**config.mk**
```make
export PLATFORM = sky130hd
export DESIGN_NAME = deadline_sorted_alarm_queue_top
export DESIGN_NICKNAME = d
export VERILOG_FILES = /design/src/rtl/dsaq_pkg.sv /design/src/rtl/deadline_sorted_alarm_queue_top.sv /design/src/rtl/dsaq_ctrl.sv /design/src/rtl/dsaq_dp.sv
export SDC_FILE = /design/constraint.sdc
export NUM_CORES = 1
export LEC_CHECK = 0
export BUFFER_PORTS_ARGS = -buffer_cell sky130_fd_sc_hd__buf_2
export CAP_MARGIN = 0
export CORE_ASPECT_RATIO = 0.5
export CORE_MARGIN = 2
export CORE_UTILIZATION = 58
export DETAILED_ROUTE_END_ITERATION = 12
export MAX_ROUTING_LAYER = met4
export PLACE_DENSITY = 0.75
export SYNTH_ARGS = -nofsm -noshare
export SYNTH_HDL_FRONTEND = slang
export SYNTH_HIERARCHICAL = 1
export SYNTH_SLANG_ARGS = --single-unit
```
**constraint.sdc**
```tcl
create_clock -name clk -period 23.9 [get_ports clk]
set_input_delay 2.39 -clock clk [delete_from_list [all_inputs] [get_ports clk]]
set_output_delay 2.39 -clock clk [all_outputs]
set_load 0.1 [all_outputs]
```
**src/rtl/dsaq_pkg.sv**
```systemverilog
// ----------------------------------------------------------------------------
// dsaq_pkg
// Shared codes, state encoding and the command/status bundles that join the
// alarm queue controller and datapath.
// ----------------------------------------------------------------------------
package dsaq_pkg;

  // operation codes on in_operation
  localparam logic [1:0] OP_ADD  = 2'd0;
  localparam logic [1:0] OP_KILL = 2'd1;
  localparam logic [1:0] OP_TICK = 2'd2;

  // result status codes
  typedef enum logic [2:0] {
    ST_ADDED    = 3'd0,
    ST_EXPIRED  = 3'd1,
    ST_FULL     = 3'd2,
    ST_KILLED   = 3'd3,
    ST_MISSING  = 3'd4,
    ST_FIRED    = 3'd5,
    ST_NONE_DUE = 3'd6
  } status_t;

  typedef enum logic [3:0] {
    S_IDLE,
    S_A_START,
    S_A_SCAN,
    S_A_PUT,
    S_A_DONE,
    S_K_START,
    S_K_SCAN,
    S_K_SHIFT,
    S_K_DONE,
    S_T_START,
    S_T_FIRE
  } state_t;

  // logical read offset, relative to the ring base
  typedef enum logic [2:0] {
    RD_ZERO,
    RD_ONE,
    RD_TWO,
    RD_CNT_M1,
    RD_IDX_M1,
    RD_IDX_P1,
    RD_IDX_P2
  } rd_sel_t;

  typedef enum logic [1:0] {
    WO_ZERO,
    WO_IDX,
    WO_IDX_P1
  } wr_off_t;

  typedef enum logic {
    WS_RD,
    WS_NEW
  } wr_src_t;

  typedef enum logic [2:0] {
    IDX_HOLD,
    IDX_ZERO,
    IDX_CNT_M1,
    IDX_INC,
    IDX_DEC
  } idx_op_t;

  typedef enum logic [1:0] {
    CNT_HOLD,
    CNT_INC,
    CNT_DEC
  } cnt_op_t;

  typedef enum logic [1:0] {
    HEAD_HOLD,
    HEAD_NEW,
    HEAD_RD
  } head_op_t;

  typedef struct packed {
    logic     latch;
    rd_sel_t  rd_sel;
    logic     wr_en;
    wr_off_t  wr_off;
    wr_src_t  wr_src;
    idx_op_t  idx_op;
    cnt_op_t  cnt_op;
    logic     base_inc;
    head_op_t head_op;
    logic     emit;
    logic     emit_fire;
    status_t  emit_status;
  } cmd_t;

  typedef struct packed {
    logic expired;
    logic full;
    logic empty;
    logic head_due;
    logic rd_ge_trig;
    logic key_match;
    logic idx_zero;
    logic idx_last;
    logic shift_end;
    logic next_last;
  } sts_t;

endpackage

```
**src/rtl/deadline_sorted_alarm_queue_top.sv**
```systemverilog
// Results: add and kill give one result each, tick one if nothing is due, else
//   one fired result per due entry, back to back; results cannot be stalled.
// Throughput: one transaction at a time, one table entry per cycle; the next
//   start is taken at the earliest on the edge of the last result.
// Reset (rst_n low, synchronous) empties the table and returns to idle.
// ----------------------------------------------------------------------------
// deadline_sorted_alarm_queue_top
// Bounded table of pending alarms kept in deadline order, with add, kill by
// key and tick (fire everything due) transactions.
// ----------------------------------------------------------------------------
module deadline_sorted_alarm_queue_top #(
  parameter int DEPTH     = 16,
  parameter int KEY_BITS  = 16,
  parameter int TIME_BITS = 32
) (
  input  logic                       clk,
  input  logic                       rst_n,
  // command side: a transaction is taken when start is high and busy is low
  input  logic                       start,
  output logic                       busy,
  input  logic [1:0]                 in_operation,
  input  logic [TIME_BITS-1:0]       in_now,
  input  logic [TIME_BITS-1:0]       in_trigger_time,
  input  logic [KEY_BITS-1:0]        in_alarm_key,
  // result side: one result per cycle while out_valid is high
  output logic                       out_valid,
  output logic [2:0]                 out_status,
  output logic [TIME_BITS-1:0]       out_fired_time,
  output logic [KEY_BITS-1:0]        out_fired_key,
  output logic                       out_last,
  output logic [$clog2(DEPTH+1)-1:0] out_pending_count,
  output logic [TIME_BITS-1:0]       out_head_time
);

  // The table lives in a ring: logical slot 0 (the earliest deadline) sits at
  // the base pointer, so firing the head is just advance base, drop count.
  // Add walks down from the tail shifting later deadlines up one slot; kill
  // scans from the head for the first key match and closes the gap.
  // A copy of the head entry is held in a register so results other than fires
  // can report the head deadline without another memory read.

  dsaq_pkg::cmd_t cmd;
  dsaq_pkg::sts_t sts;

  dsaq_ctrl u_ctrl (
    .clk          (clk),
    .rst_n        (rst_n),
    .start        (start),
    .in_operation (in_operation),
    .sts          (sts),
    .cmd          (cmd),
    .busy         (busy)
  );

  dsaq_dp #(
    .DEPTH     (DEPTH),
    .KEY_BITS  (KEY_BITS),
    .TIME_BITS (TIME_BITS)
  ) u_dp (
    .clk               (clk),
    .rst_n             (rst_n),
    .in_now            (in_now),
    .in_trigger_time   (in_trigger_time),
    .in_alarm_key      (in_alarm_key),
    .cmd               (cmd),
    .sts               (sts),
    .out_valid         (out_valid),
    .out_status        (out_status),
    .out_fired_time    (out_fired_time),
    .out_fired_key     (out_fired_key),
    .out_last          (out_last),
    .out_pending_count (out_pending_count),
    .out_head_time     (out_head_time)
  );

endmodule

```
**src/rtl/dsaq_ctrl.sv**
```systemverilog
// ----------------------------------------------------------------------------
// dsaq_ctrl
// Sequencer for the alarm queue: walks add, kill and tick transactions one
// table entry per cycle and drives datapath commands.
// ----------------------------------------------------------------------------
module dsaq_ctrl (
  input  logic          clk,
  input  logic          rst_n,
  input  logic          start,
  input  logic [1:0]    in_operation,
  input  dsaq_pkg::sts_t sts,
  output dsaq_pkg::cmd_t cmd,
  output logic          busy
);

  dsaq_pkg::state_t state_r;
  dsaq_pkg::state_t state_nxt;

  always_ff @(posedge clk) begin
    if (!rst_n) begin
      state_r <= dsaq_pkg::S_IDLE;
    end else begin
      state_r <= state_nxt;
    end
  end

  assign busy = (state_r != dsaq_pkg::S_IDLE);

  always_comb begin
    state_nxt = state_r;
    case (state_r)
      dsaq_pkg::S_IDLE: begin
        if (start) begin
          case (in_operation)
            dsaq_pkg::OP_ADD:  state_nxt = dsaq_pkg::S_A_START;
            dsaq_pkg::OP_KILL: state_nxt = dsaq_pkg::S_K_START;
            dsaq_pkg::OP_TICK: state_nxt = dsaq_pkg::S_T_START;
            default:           state_nxt = dsaq_pkg::S_IDLE;
          endcase
        end
      end
      dsaq_pkg::S_A_START: begin
        if (sts.expired || sts.full) state_nxt = dsaq_pkg::S_IDLE;
        else if (sts.empty)          state_nxt = dsaq_pkg::S_A_DONE;
        else                         state_nxt = dsaq_pkg::S_A_SCAN;
      end
      dsaq_pkg::S_A_SCAN: begin
        if (!sts.rd_ge_trig)   state_nxt = dsaq_pkg::S_A_DONE;
        else if (sts.idx_zero) state_nxt = dsaq_pkg::S_A_PUT;
      end
      dsaq_pkg::S_A_PUT:   state_nxt = dsaq_pkg::S_A_DONE;
      dsaq_pkg::S_A_DONE:  state_nxt = dsaq_pkg::S_IDLE;
      dsaq_pkg::S_K_START: begin
        state_nxt = sts.empty ? dsaq_pkg::S_IDLE : dsaq_pkg::S_K_SCAN;
      end
      dsaq_pkg::S_K_SCAN: begin
        if (sts.key_match) begin
          state_nxt = sts.idx_last ? dsaq_pkg::S_K_DONE : dsaq_pkg::S_K_SHIFT;
        end else if (sts.idx_last) begin
          state_nxt = dsaq_pkg::S_IDLE;
        end
      end
      dsaq_pkg::S_K_SHIFT: begin
        if (sts.shift_end) state_nxt = dsaq_pkg::S_K_DONE;
      end
      dsaq_pkg::S_K_DONE:  state_nxt = dsaq_pkg::S_IDLE;
      dsaq_pkg::S_T_START: begin
        state_nxt = sts.head_due ? dsaq_pkg::S_T_FIRE : dsaq_pkg::S_IDLE;
      end
      dsaq_pkg::S_T_FIRE: begin
        if (sts.next_last) state_nxt = dsaq_pkg::S_IDLE;
      end
      default: state_nxt = dsaq_pkg::S_IDLE;
    endcase
  end

  always_comb begin
    cmd = '0;
    case (state_r)
      dsaq_pkg::S_IDLE: begin
        cmd.latch = start;
      end
      dsaq_pkg::S_A_START: begin
        if (sts.expired) begin
          cmd.emit        = 1'b1;
          cmd.emit_status = dsaq_pkg::ST_EXPIRED;
        end else if (sts.full) begin
          cmd.emit        = 1'b1;
          cmd.emit_status = dsaq_pkg::ST_FULL;
        end else if (sts.empty) begin
          cmd.wr_en   = 1'b1;
          cmd.wr_off  = dsaq_pkg::WO_ZERO;
          cmd.wr_src  = dsaq_pkg::WS_NEW;
          cmd.head_op = dsaq_pkg::HEAD_NEW;
          cmd.cnt_op  = dsaq_pkg::CNT_INC;
        end else begin
          cmd.rd_sel = dsaq_pkg::RD_CNT_M1;
          cmd.idx_op = dsaq_pkg::IDX_CNT_M1;
        end
      end
      dsaq_pkg::S_A_SCAN: begin
        cmd.wr_en  = 1'b1;
        cmd.wr_off = dsaq_pkg::WO_IDX_P1;
        if (sts.rd_ge_trig) begin
          // move this entry up one slot, keep walking down unless at slot 0
          cmd.wr_src = dsaq_pkg::WS_RD;
          if (!sts.idx_zero) begin
            cmd.rd_sel = dsaq_pkg::RD_IDX_M1;
            cmd.idx_op = dsaq_pkg::IDX_DEC;
          end
        end else begin
          cmd.wr_src = dsaq_pkg::WS_NEW;
          cmd.cnt_op = dsaq_pkg::CNT_INC;
        end
      end
      dsaq_pkg::S_A_PUT: begin
        cmd.wr_en   = 1'b1;
        cmd.wr_off  = dsaq_pkg::WO_ZERO;
        cmd.wr_src  = dsaq_pkg::WS_NEW;
        cmd.head_op = dsaq_pkg::HEAD_NEW;
        cmd.cnt_op  = dsaq_pkg::CNT_INC;
      end
      dsaq_pkg::S_A_DONE: begin
        cmd.emit        = 1'b1;
        cmd.emit_status = dsaq_pkg::ST_ADDED;
      end
      dsaq_pkg::S_K_START: begin
        if (sts.empty) begin
          cmd.emit        = 1'b1;
          cmd.emit_status = dsaq_pkg::ST_MISSING;
        end else begin
          cmd.rd_sel = dsaq_pkg::RD_ZERO;
          cmd.idx_op = dsaq_pkg::IDX_ZERO;
        end
      end
      dsaq_pkg::S_K_SCAN: begin
        cmd.rd_sel = dsaq_pkg::RD_IDX_P1;
        if (sts.key_match) begin
          if (sts.idx_last) cmd.cnt_op = dsaq_pkg::CNT_DEC;
        end else begin
          cmd.idx_op = dsaq_pkg::IDX_INC;
          if (sts.idx_last) begin
            cmd.emit        = 1'b1;
            cmd.emit_status = dsaq_pkg::ST_MISSING;
          end
        end
      end
      dsaq_pkg::S_K_SHIFT: begin
        cmd.wr_en  = 1'b1;
        cmd.wr_off = dsaq_pkg::WO_IDX;
        cmd.wr_src = dsaq_pkg::WS_RD;
        if (sts.idx_zero) cmd.head_op = dsaq_pkg::HEAD_RD;
        if (sts.shift_end) begin
          cmd.cnt_op = dsaq_pkg::CNT_DEC;
        end else begin
          cmd.rd_sel = dsaq_pkg::RD_IDX_P2;
          cmd.idx_op = dsaq_pkg::IDX_INC;
        end
      end
      dsaq_pkg::S_K_DONE: begin
        cmd.emit        = 1'b1;
        cmd.emit_status = dsaq_pkg::ST_KILLED;
      end
      dsaq_pkg::S_T_START: begin
        if (sts.head_due) begin
          cmd.rd_sel = dsaq_pkg::RD_ONE;
        end else begin
          cmd.emit        = 1'b1;
          cmd.emit_status = dsaq_pkg::ST_NONE_DUE;
        end
      end
      dsaq_pkg::S_T_FIRE: begin
        cmd.emit        = 1'b1;
        cmd.emit_fire   = 1'b1;
        cmd.emit_status = dsaq_pkg::ST_FIRED;
        cmd.cnt_op      = dsaq_pkg::CNT_DEC;
        cmd.base_inc    = 1'b1;
        cmd.head_op     = dsaq_pkg::HEAD_RD;
        cmd.rd_sel      = dsaq_pkg::RD_TWO;
      end
      default: cmd = '0;
    endcase
  end

endmodule

```
**src/rtl/dsaq_dp.sv**
```systemverilog
// ----------------------------------------------------------------------------
// dsaq_dp
// Alarm table datapath: ring-addressed entry memory, count, base, head copy,
// scan index, input latches and the registered result port.
// ----------------------------------------------------------------------------
module dsaq_dp #(
  parameter int DEPTH     = 16,
  parameter int KEY_BITS  = 16,
  parameter int TIME_BITS = 32
) (
  input  logic                           clk,
  input  logic                           rst_n,
  input  logic [TIME_BITS-1:0]           in_now,
  input  logic [TIME_BITS-1:0]           in_trigger_time,
  input  logic [KEY_BITS-1:0]            in_alarm_key,
  input  dsaq_pkg::cmd_t                 cmd,
  output dsaq_pkg::sts_t                 sts,
  output logic                           out_valid,
  output logic [2:0]                     out_status,
  output logic [TIME_BITS-1:0]           out_fired_time,
  output logic [KEY_BITS-1:0]            out_fired_key,
  output logic                           out_last,
  output logic [$clog2(DEPTH+1)-1:0]     out_pending_count,
  output logic [TIME_BITS-1:0]           out_head_time
);

  localparam int AW = $clog2(DEPTH);
  localparam int CW = $clog2(DEPTH+1);
  localparam int EW = TIME_BITS + KEY_BITS;

  logic [EW-1:0]        mem [DEPTH];
  logic [EW-1:0]        rd_data_r;
  logic [TIME_BITS-1:0] now_r;
  logic [TIME_BITS-1:0] trig_r;
  logic [KEY_BITS-1:0]  key_r;
  logic [CW-1:0]        count_r;
  logic [AW-1:0]        base_r;
  logic [CW-1:0]        idx_r;
  logic [EW-1:0]        head_r;

  logic                 out_valid_r;
  logic [2:0]           out_status_r;
  logic [TIME_BITS-1:0] out_fired_time_r;
  logic [KEY_BITS-1:0]  out_fired_key_r;
  logic                 out_last_r;
  logic [CW-1:0]        out_pending_r;
  logic [TIME_BITS-1:0] out_head_r;

  logic [CW-1:0]        rd_off;
  logic [CW-1:0]        wr_off;
  logic [AW-1:0]        rd_addr;
  logic [AW-1:0]        wr_addr;
  logic [EW-1:0]        new_entry;
  logic [EW-1:0]        wr_data;
  logic [TIME_BITS-1:0] rd_time;
  logic [KEY_BITS-1:0]  rd_key;
  logic [TIME_BITS-1:0] head_time;

  // logical slot to physical address around the ring
  function automatic logic [AW-1:0] phys(input logic [AW-1:0] b, input logic [CW-1:0] o);
    logic [CW:0] s;
    s = (CW+1)'(b) + (CW+1)'(o);
    if (s >= (CW+1)'(DEPTH)) s = s - (CW+1)'(DEPTH);
    return s[AW-1:0];
  endfunction

  assign new_entry = {trig_r, key_r};
  assign rd_time   = rd_data_r[EW-1:KEY_BITS];
  assign rd_key    = rd_data_r[KEY_BITS-1:0];
  assign head_time = head_r[EW-1:KEY_BITS];

  always_comb begin
    case (cmd.rd_sel)
      dsaq_pkg::RD_ZERO:   rd_off = '0;
      dsaq_pkg::RD_ONE:    rd_off = CW'(1);
      dsaq_pkg::RD_TWO:    rd_off = CW'(2);
      dsaq_pkg::RD_CNT_M1: rd_off = count_r - CW'(1);
      dsaq_pkg::RD_IDX_M1: rd_off = idx_r - CW'(1);
      dsaq_pkg::RD_IDX_P1: rd_off = idx_r + CW'(1);
      dsaq_pkg::RD_IDX_P2: rd_off = idx_r + CW'(2);
      default:             rd_off = '0;
    endcase
    case (cmd.wr_off)
      dsaq_pkg::WO_ZERO:   wr_off = '0;
      dsaq_pkg::WO_IDX:    wr_off = idx_r;
      dsaq_pkg::WO_IDX_P1: wr_off = idx_r + CW'(1);
      default:             wr_off = '0;
    endcase
  end

  assign rd_addr = phys(base_r, rd_off);
  assign wr_addr = phys(base_r, wr_off);
  assign wr_data = (cmd.wr_src == dsaq_pkg::WS_NEW) ? new_entry : rd_data_r;

  always_ff @(posedge clk) begin
    if (cmd.wr_en) mem[wr_addr] <= wr_data;
    rd_data_r <= mem[rd_addr];
  end

  always_comb begin
    sts.expired    = trig_r < now_r;
    sts.full       = count_r == CW'(DEPTH);
    sts.empty      = count_r == '0;
    sts.head_due   = (count_r != '0) && (head_time <= now_r);
    sts.rd_ge_trig = rd_time >= trig_r;
    sts.key_match  = rd_key == key_r;
    sts.idx_zero   = idx_r == '0;
    sts.idx_last   = ((CW+1)'(idx_r) + (CW+1)'(1)) == (CW+1)'(count_r);
    sts.shift_end  = ((CW+1)'(idx_r) + (CW+1)'(2)) == (CW+1)'(count_r);
    sts.next_last  = (count_r == CW'(1)) || (rd_time > now_r);
  end

  always_ff @(posedge clk) begin
    if (cmd.latch) begin
      now_r  <= in_now;
      trig_r <= in_trigger_time;
      key_r  <= in_alarm_key;
    end
    case (cmd.idx_op)
      dsaq_pkg::IDX_ZERO:   idx_r <= '0;
      dsaq_pkg::IDX_CNT_M1: idx_r <= count_r - CW'(1);
      dsaq_pkg::IDX_INC:    idx_r <= idx_r + CW'(1);
      dsaq_pkg::IDX_DEC:    idx_r <= idx_r - CW'(1);
      default:              idx_r <= idx_r;
    endcase
    case (cmd.head_op)
      dsaq_pkg::HEAD_NEW: head_r <= new_entry;
      dsaq_pkg::HEAD_RD:  head_r <= rd_data_r;
      default:            head_r <= head_r;
    endcase
  end

  always_ff @(posedge clk) begin
    if (!rst_n) begin
      count_r     <= '0;
      base_r      <= '0;
      out_valid_r <= 1'b0;
    end else begin
      case (cmd.cnt_op)
        dsaq_pkg::CNT_INC: count_r <= count_r + CW'(1);
        dsaq_pkg::CNT_DEC: count_r <= count_r - CW'(1);
        default:           count_r <= count_r;
      endcase
      if (cmd.base_inc) begin
        base_r <= (base_r == AW'(DEPTH-1)) ? '0 : base_r + AW'(1);
      end
      out_valid_r <= cmd.emit;
    end
  end

  always_ff @(posedge clk) begin
    if (cmd.emit) begin
      out_status_r <= cmd.emit_status;
      if (cmd.emit_fire) begin
        out_fired_time_r <= head_time;
        out_fired_key_r  <= head_r[KEY_BITS-1:0];
        out_last_r       <= sts.next_last;
        out_pending_r    <= count_r - CW'(1);
        out_head_r       <= (count_r > CW'(1)) ? rd_time : '0;
      end else begin
        out_fired_time_r <= '0;
        out_fired_key_r  <= '0;
        out_last_r       <= 1'b1;
        out_pending_r    <= count_r;
        out_head_r       <= (count_r != '0) ? head_time : '0;
      end
    end
  end

  assign out_valid         = out_valid_r;
  assign out_status        = out_status_r;
  assign out_fired_time    = out_fired_time_r;
  assign out_fired_key     = out_fired_key_r;
  assign out_last          = out_last_r;
  assign out_pending_count = out_pending_r;
  assign out_head_time     = out_head_r;

endmodule

```
==> results of run 1 <==
power breakdown:
part | total (mW) | switching [mW] | internal, mW
logic | 0.472 | 0.361 | 0.111
clock network | 1.47 | 0.664 | 0.805
registers | 2.17 | 0.0483 | 2.12
total | 4.11 | 1.07 | 3.04
sequential cells by signal, summed over array words and instances, names as in the netlist, 3 cells and up:
register	count
u_ctrl/state_r	4
u_dp/base_r	4
u_dp/count_r	5
u_dp/head_r	48
u_dp/idx_r	5
u_dp/key_r	16
u_dp/mem	768
u_dp/now_r	32
u_dp/out_fired_key	16
u_dp/out_fired_time	32
u_dp/out_head_time	32
u_dp/out_pending_count	5
u_dp/out_status	3
u_dp/rd_data_r	48
u_dp/trig_r	32
kinds of logic after synthesis:
kind of cell / Yosys count
flops: 1052
simple gates: 599
compound gates: 400
mux: 311
buf+inv: 227
fa+ha+maj: 150
xor+xnor: 52
layout make-up:
cell class	count	area (um^2)	area share (%)
diodes	1	2.50	0.00494
clock buffers	121	2500	4.94
clock inverters	47	437	0.862
inverters	85	319	0.630
multi-input cells	1512	13900	27.5
flip-flops and latches	1052	31000	61.1
well taps	1036	1300	2.56
repair buffers	218	1210	2.39
worst paths after layout:
kind | startpoint | to | slack (ps) | cells after the start
worst max-delay path | u_dp/trig_r[1] | u_dp/rd_data_r[13] | 15730 | 21
worst max register to register | u_dp/trig_r[1] | u_dp/rd_data_r[13] | 15730 | 21
worst min register to register | u_dp/head_r[8] | u_dp/out_fired_key[8] | 540 | 1
worst min-delay path | u_dp/head_r[8] | u_dp/out_fired_key[8] | 540 | 1
worst max-delay path, delay by kind of cell, from the launching register on:
kind	cells	cell delay, ps
buffers and inverters	2	1540
adders and majority gates	2	1070
AOI/OAI and AO/OA	9	2590
and+or+nand+nor	4	900
muxes	4	1350
DFF	1	500
cells in the mapped netlist, types with 4 or more instances:
library cell	n
clkbuf_1	83
or2_1	11
mux2_2	113
o21a_1	6
and3_1	4
a21o_1	52
and2_1	59
xnor2_1	38
ha_1	148
a21boi_0	4
o22ai_1	102
nor2b_1	54
a211oi_2	11
a22o_1	33
buf_4	6
nand2_1	229
buf_1	15
nand4_1	30
o21ai_0	63
nand2b_1	10
mux2i_1	6
nand3b_1	7
nor3_1	9
a211oi_1	38
nor2_1	106
inv_1	84
buf_2	30
edfxtp_1	990
nand3_1	13
or2_2	38
dfxtp_1	62
or3b_1	4
a21oi_1	53
buf_6	7
a31oi_1	5
mux4_2	192
xor2_1	14
metrics by stage:
stage	utilization (%)	hold slack [ps]	cell area [um^2]	power (mW)	setup slack, ps
after floorplan	-	503	45600	2.56	14330
after global placement	61.5	508	47700	2.67	15630
after detailed placement	61.5	522	47700	2.68	15600
after CTS	65.3	538	50700	4.13	15570
after global routing	65.3	555	50700	4.23	15040
final	65.3	537	50700	4.11	15730
placed cells by master (no fill, tap or decap), types with 11 or more instances in the layout:
| cell type | netlist | final |
|---|---|---|
| a211oi_1 | 38 | 38 |
| a211oi_2 | 11 | 11 |
| a21o_1 | 52 | 52 |
| a21oi_1 | 53 | 53 |
| a22o_1 | 33 | 33 |
| and2_1 | 59 | 59 |
| buf_2 | 30 | 175 |
| buf_4 | 6 | 42 |
| clkbuf_1 | 83 | 19 |
| clkbuf_16 | 0 | 91 |
| clkbuf_8 | 0 | 11 |
| clkinv_1 | 0 | 11 |
| clkinv_2 | 0 | 20 |
| dfxtp_1 | 62 | 62 |
| edfxtp_1 | 990 | 990 |
| ha_1 | 148 | 146 |
| inv_1 | 84 | 83 |
| mux2_2 | 113 | 113 |
| mux4_2 | 192 | 192 |
| nand2_1 | 229 | 227 |
| nand3_1 | 13 | 13 |
| nand4_1 | 30 | 30 |
| nor2_1 | 106 | 88 |
| nor2_4 | 0 | 18 |
| nor2b_1 | 54 | 54 |
| o21ai_0 | 63 | 63 |
| o22ai_1 | 102 | 102 |
| or2_2 | 38 | 39 |
| xnor2_1 | 38 | 36 |
| xor2_1 | 14 | 13 |
per-layer routing:
layer / track usage, % / vias up / wire (um)
met3: 5.96 / 218 / 13000
met2: 42.6 / 1508 / 51100
met4: 9.05 / 0 / 3130
met1: 40.6 / 13300 / 45100
met5: - / - / 0
li1: - / 11300 / -
==> reports/metrics.cfg, run 1 <==
[placed_design]
place.gp.congestion = 0.927
dp_cells = 3903
portBuffers = 175
dp_hpwl_mm = 63.7

[run]
maxCapViolations = 0

[floorplan]
dieArea_um2 = 81100
initial_utilization_pct = 58.8
rows = 72
core_area_um2 = 77600
die_w_um = 401
ioPinCount = 176
dieHeight_um = 202

[synthesis]
async_flop_share_pct = 0
synthTopCellsByArea = edfxtp_1 (65%), mux4_2 (9.5%), ha_1 (4.1%), mux2_2 (2.8%), dfxtp_1 (2.7%)
ys.flop_type = edfxtp_1
netlist_instances = 2791
yosysWarnings = 6
syn_area_um2 = 45600
synth.mux.area_fraction_pct = 12.4
synth-edff-count = 990
yosys.area_share.simple_pct = 6.48
ys_seq_area_share_pct = 67.9
synth-compound-area-share_pct = 5.95
syn_avg_cell_area_um2 = 16.3
synth-adder-area-share_pct = 4.15
synth_xor_area_share_pct = 0.998
synth_cell_types = 79
synth_top_family_by_area = multiplexers
ys_seq_elements = 1052
synth_top_area_share_pct = 65.2
yosysTopAreaCell = edfxtp_1
syn_nets = 3026

[clock_network]
post_cts_buffers = 0
path_clk_slew_ps = 70
cts_buffer_depth = 3
ctsHoldBuffers = 0
numCtsBuffers = 90
cts_tree = yes
root_buffer = clkbuf_16
clock-sinks = 1052
cts_resized = 0
clock_latency_ps = 690
h-tree-depth = 3

[timing]
grt_setup_unrepaired = false
hold_viol = 0
fin_crit_sh_pct = 34.2
finalSetupViolCount = 0
max_slew_margin_pct = 21.3
slew_viol_final = 0
worstMarginPinSlew_ps = 1170
fmax_ghz = 0.122
fin_crit_ps = 8170
fin_skew_ps = 47.1
tns_ps = 0

[hold_path]
hold_class = reg2reg

[grt]
grt_max_degree = 150
grt-ovfl-total = 0
grt_first_pass_wirelength_mm = 166
track_usage_pct = 28.8
grt_pass1_vias = 26500
grt_antenna_before_repair = 4

[setup_path]
slowest_stage = o21ai_0
crit_fanout = 50
cp.arrival_ps = 8700
crit_type = reg2reg
cp-start-kind = flip-flop
end_kind = flip-flop
crit_chain = ha_1 -> a21o_1 -> a21o_1 -> a21oi_1 -> o31ai_1 -> a31oi_1 -> nor3_1 -> mux2i_1 -> o21ai_0 -> nor2b_1 -> nand2_1 -> o21ai_0 -> mux2_2 -> ha_4 -> buf_4 -> buf_4 -> mux4_2 -> or2_2 -> mux2_2 -> o22ai_1 -> a211oi_1
worst_ep_required_time_ps = 24440
critPathMaxStageDelay_ps = 950

[pwr]
vdd_drop_max_v = 0.0000545
power.leakage_nw = 17.2
p_per_area_nw_per_um2 = 81.2

[layout]
layout-drive-gt1-share_pct = 24.7
fill_cells = 5202
nNetsFinal = 3194
area_delta_synth_final_pct = 11.0
finalNonFillerCells = 4072

[routing]
drt_iter0_markers = 3477
antenna_violating_nets_post_route = 0
via_per_inst = 6.45
wirelength_mm = 112
wl_per_cell_um = 27.6
drc = 0
num_vias = 26300
dr.pass1.iters = 7

[status]
status = finished, final reports clean

Note: power is estimated with default switching activity, not from simulation.
==> run 2, diff against run 1 <==
Settings changed: CORE_UTILIZATION 58 to 56, PLACE_DENSITY 0.75 to 0.76.
Clock period 23.9 ns to 7.3 ns, I/O delays scaled along.
==> reports/metrics.cfg, run 2 (same netlist as run 1, synthesis figures left out) <==
[clock_network]
root_buffer = clkbuf_16
cts_tree = yes
h-tree-depth = 3  ; unchanged
clock_latency_ps = 690  ; about the same
post_cts_buffers = 0  ; unchanged
clock-sinks = 1052  ; unchanged
ctsHoldBuffers = 0  ; unchanged
path_clk_slew_ps = 70  ; about the same
cts_buffer_depth = 3  ; unchanged
numCtsBuffers = 89  ; -1.1%
cts_resized = 0  ; unchanged

[layout]
finalNonFillerCells = 4144  ; +1.8%
antenna_cells = 0  ; -1
layout-drive-gt1-share_pct = 25.2  ; +0.51 points
final_common_cell = edfxtp_1
largest_reg_flops = 768  ; unchanged
final_cell_mix = edfxtp_1 (990), nand2_1 (227), mux4_2 (192)
design_area_um2 = 51100  ; +0.84%
nNetsFinal = 3220  ; +0.81%
fill_cells = 5465  ; +5.1%
final_util_pct = 63.8  ; -1.5 points
area_delta_synth_final_pct = 12.0
largest_register = u_dp/mem
reg_top3 = u_dp/mem (768), u_dp/head_r (48), u_dp/rd_data_r (48)

[timing]
slew_viol_final = 0  ; unchanged
max_slew_margin_pct = 22.6  ; +1.4 points
hold_viol = 0  ; unchanged
timing.hold.ws_ps = 216  ; -320 ps
grt_setup_unrepaired = false
worstMarginPinSlew_ps = 1160  ; -10.7 ps
fin_crit_sh_pct = 85.5  ; +51 points
fin_skew_ps = 39.1  ; -8.02 ps
finalSetupViolCount = 0  ; unchanged
layout_setup_ws_ps = 1060  ; -14,670 ps
fin_crit_ps = 6240  ; -1930 ps
tns_ps = 0  ; unchanged
fmax_ghz = 0.160  ; +31%

[routing]
maxUsedRoutingLayer = met4
wirelength_mm = 112  ; -0.21%
m1WireLength_mm = 45.5  ; +0.79%
drt_iter0_markers = 3549  ; +2.1%
drc = 0  ; unchanged
via_per_inst = 6.39  ; -0.98%
antenna_violating_nets_post_route = 0  ; unchanged
dr.pass1.iters = 6  ; -1
wl_per_cell_um = 27.1  ; -1.9%
num_vias = 26500  ; +0.77%
routed-wl-met2_mm = 51.9  ; +1.6%
dr_wl_met3_mm = 11.9  ; -8.9%

[hold_path]
hold_class = in2reg
hold_depth = 1  ; unchanged

[placed_design]
dp_hpwl_mm = 68.8  ; +8.0%
pre_cts_slack_ps = 1100  ; -14,500 ps
place.gp.congestion = 0.901  ; -2.8%
dp_cells = 3981  ; +2.0%
portBuffers = 175  ; unchanged
placed_area_um2 = 48100  ; +0.80%

[setup_path]
cp.arrival_ps = 6780  ; -1920 ps
cp.depth = 23  ; +9.5%
end_kind = flip-flop
worst_ep_required_time_ps = 7840  ; -16,600 ps
crit_type = reg2reg
crit_family = compound AO/OA/AOI/OAI gates
crit_fanout = 27  ; -46%
crit_chain = ha_1 -> and3_1 -> a221o_1 -> a221oi_1 -> o21a_1 -> o31ai_1 -> a31oi_1 -> nor3_1 -> o2bb2ai_1 -> nand2b_1 -> nand2_1 -> nor2b_1 -> nand2_1 -> o21ai_0 -> mux2_2 -> ha_4 -> fa_4 -> buf_4 -> mux4_2 -> or2_2 -> mux2_2 -> o22ai_1 -> a211oi_1
critPathMaxStageDelay_ps = 870  ; -80 ps
cp_num_buf_inv = 1  ; -1
reg2reg_depth = 23  ; +9.5%
slowest_stage = fa_4
cp-start-kind = flip-flop

[pwr]
p_per_area_nw_per_um2 = 266  ; +230%
vdd_drop_max_v = 0.000200  ; +270%
finalPower_mw = 13.6  ; +230%
power.leakage_nw = 17.4  ; +0.87%

[grt]
grt-ovfl-total = 0  ; unchanged
grt_antenna_before_repair = 8  ; +4
grt_first_pass_wirelength_mm = 166  ; -0.34%
track_usage_pct = 27.7  ; -1.1 points
grt_pass1_vias = 26200  ; -1.0%
grt_max_degree = 97  ; -35%

[floorplan]
rows = 73  ; +1.4%
core_area_um2 = 80000  ; +3.2%
die_w_um = 408  ; +1.8%
initial_utilization_pct = 57.0  ; -1.8 points
dieArea_um2 = 83900  ; +3.5%
dieHeight_um = 206  ; +1.7%
ioPinCount = 176  ; unchanged

[run]
maxCapViolations = 0  ; unchanged

[status]
status = finished, final reports clean

-- run 2: cell count changes in the layout (fill, tap and decap cells not counted), sizes merged --
cell	before	now
buf	218	245
clkbuf	121	114
bufinv	6	11
clkinv	34	31
clkinvlp	4	3
diode	1	0
inv	88	89
-- run 2: final cells by class --
class	count	area [um^2]	share of cell area [%]
sequential	1052	31000	60.6
multi-input combinational	1512	13900	27.2
clock buffer	114	2400	4.70
timing repair buffer	245	1540	3.01
tap	1087	1360	2.66
clock inverter	49	582	1.14
inverter	85	319	0.625
-- run 2: path summary, 6_finish.rpt --
kind / start / endpoint / slack, ps
max reg2reg: u_dp/trig_r[10] / u_dp/rd_data_r[47] / 1060
min: in_trigger_time[31] / u_dp/trig_r[31] / 220
max: u_dp/trig_r[10] / u_dp/rd_data_r[47] / 1060
min reg2reg: u_dp/head_r[7] / u_dp/out_fired_key[7] / 530
-- run 2: report_power, final --
group / switching, mW / leakage, nW / internal, mW
logic: 1.20 / 6.42 / 0.368
registers: 0.156 / 9.51 / 6.95
clock network: 2.17 / 1.45 / 2.74
total: 3.52 / 17.4 / 10.1
-- run 2: per-layer routing --
metal	vias to the layer above	GRT usage, %
met1	13500	39.0
li1	11300	-
met3	232	5.15
met2	1483	42.1
met4	0	7.55
met5	-	-
-- run 2: worst register-to-register path: stages (launching register included) --
cell	delay (ps)
edfxtp_1	430
ha_1	310
and3_1	200
a221o_1	310
a221oi_1	300
o21a_1	170
o31ai_1	110
a31oi_1	440
nor3_1	120
o2bb2ai_1	140
nand2b_1	80
nand2_1	200
nor2b_1	220
nand2_1	60
o21ai_0	80
mux2_2	310
ha_4	170
fa_4	870
buf_4	430
mux4_2	370
or2_2	300
mux2_2	270
o22ai_1	150
a211oi_1	70
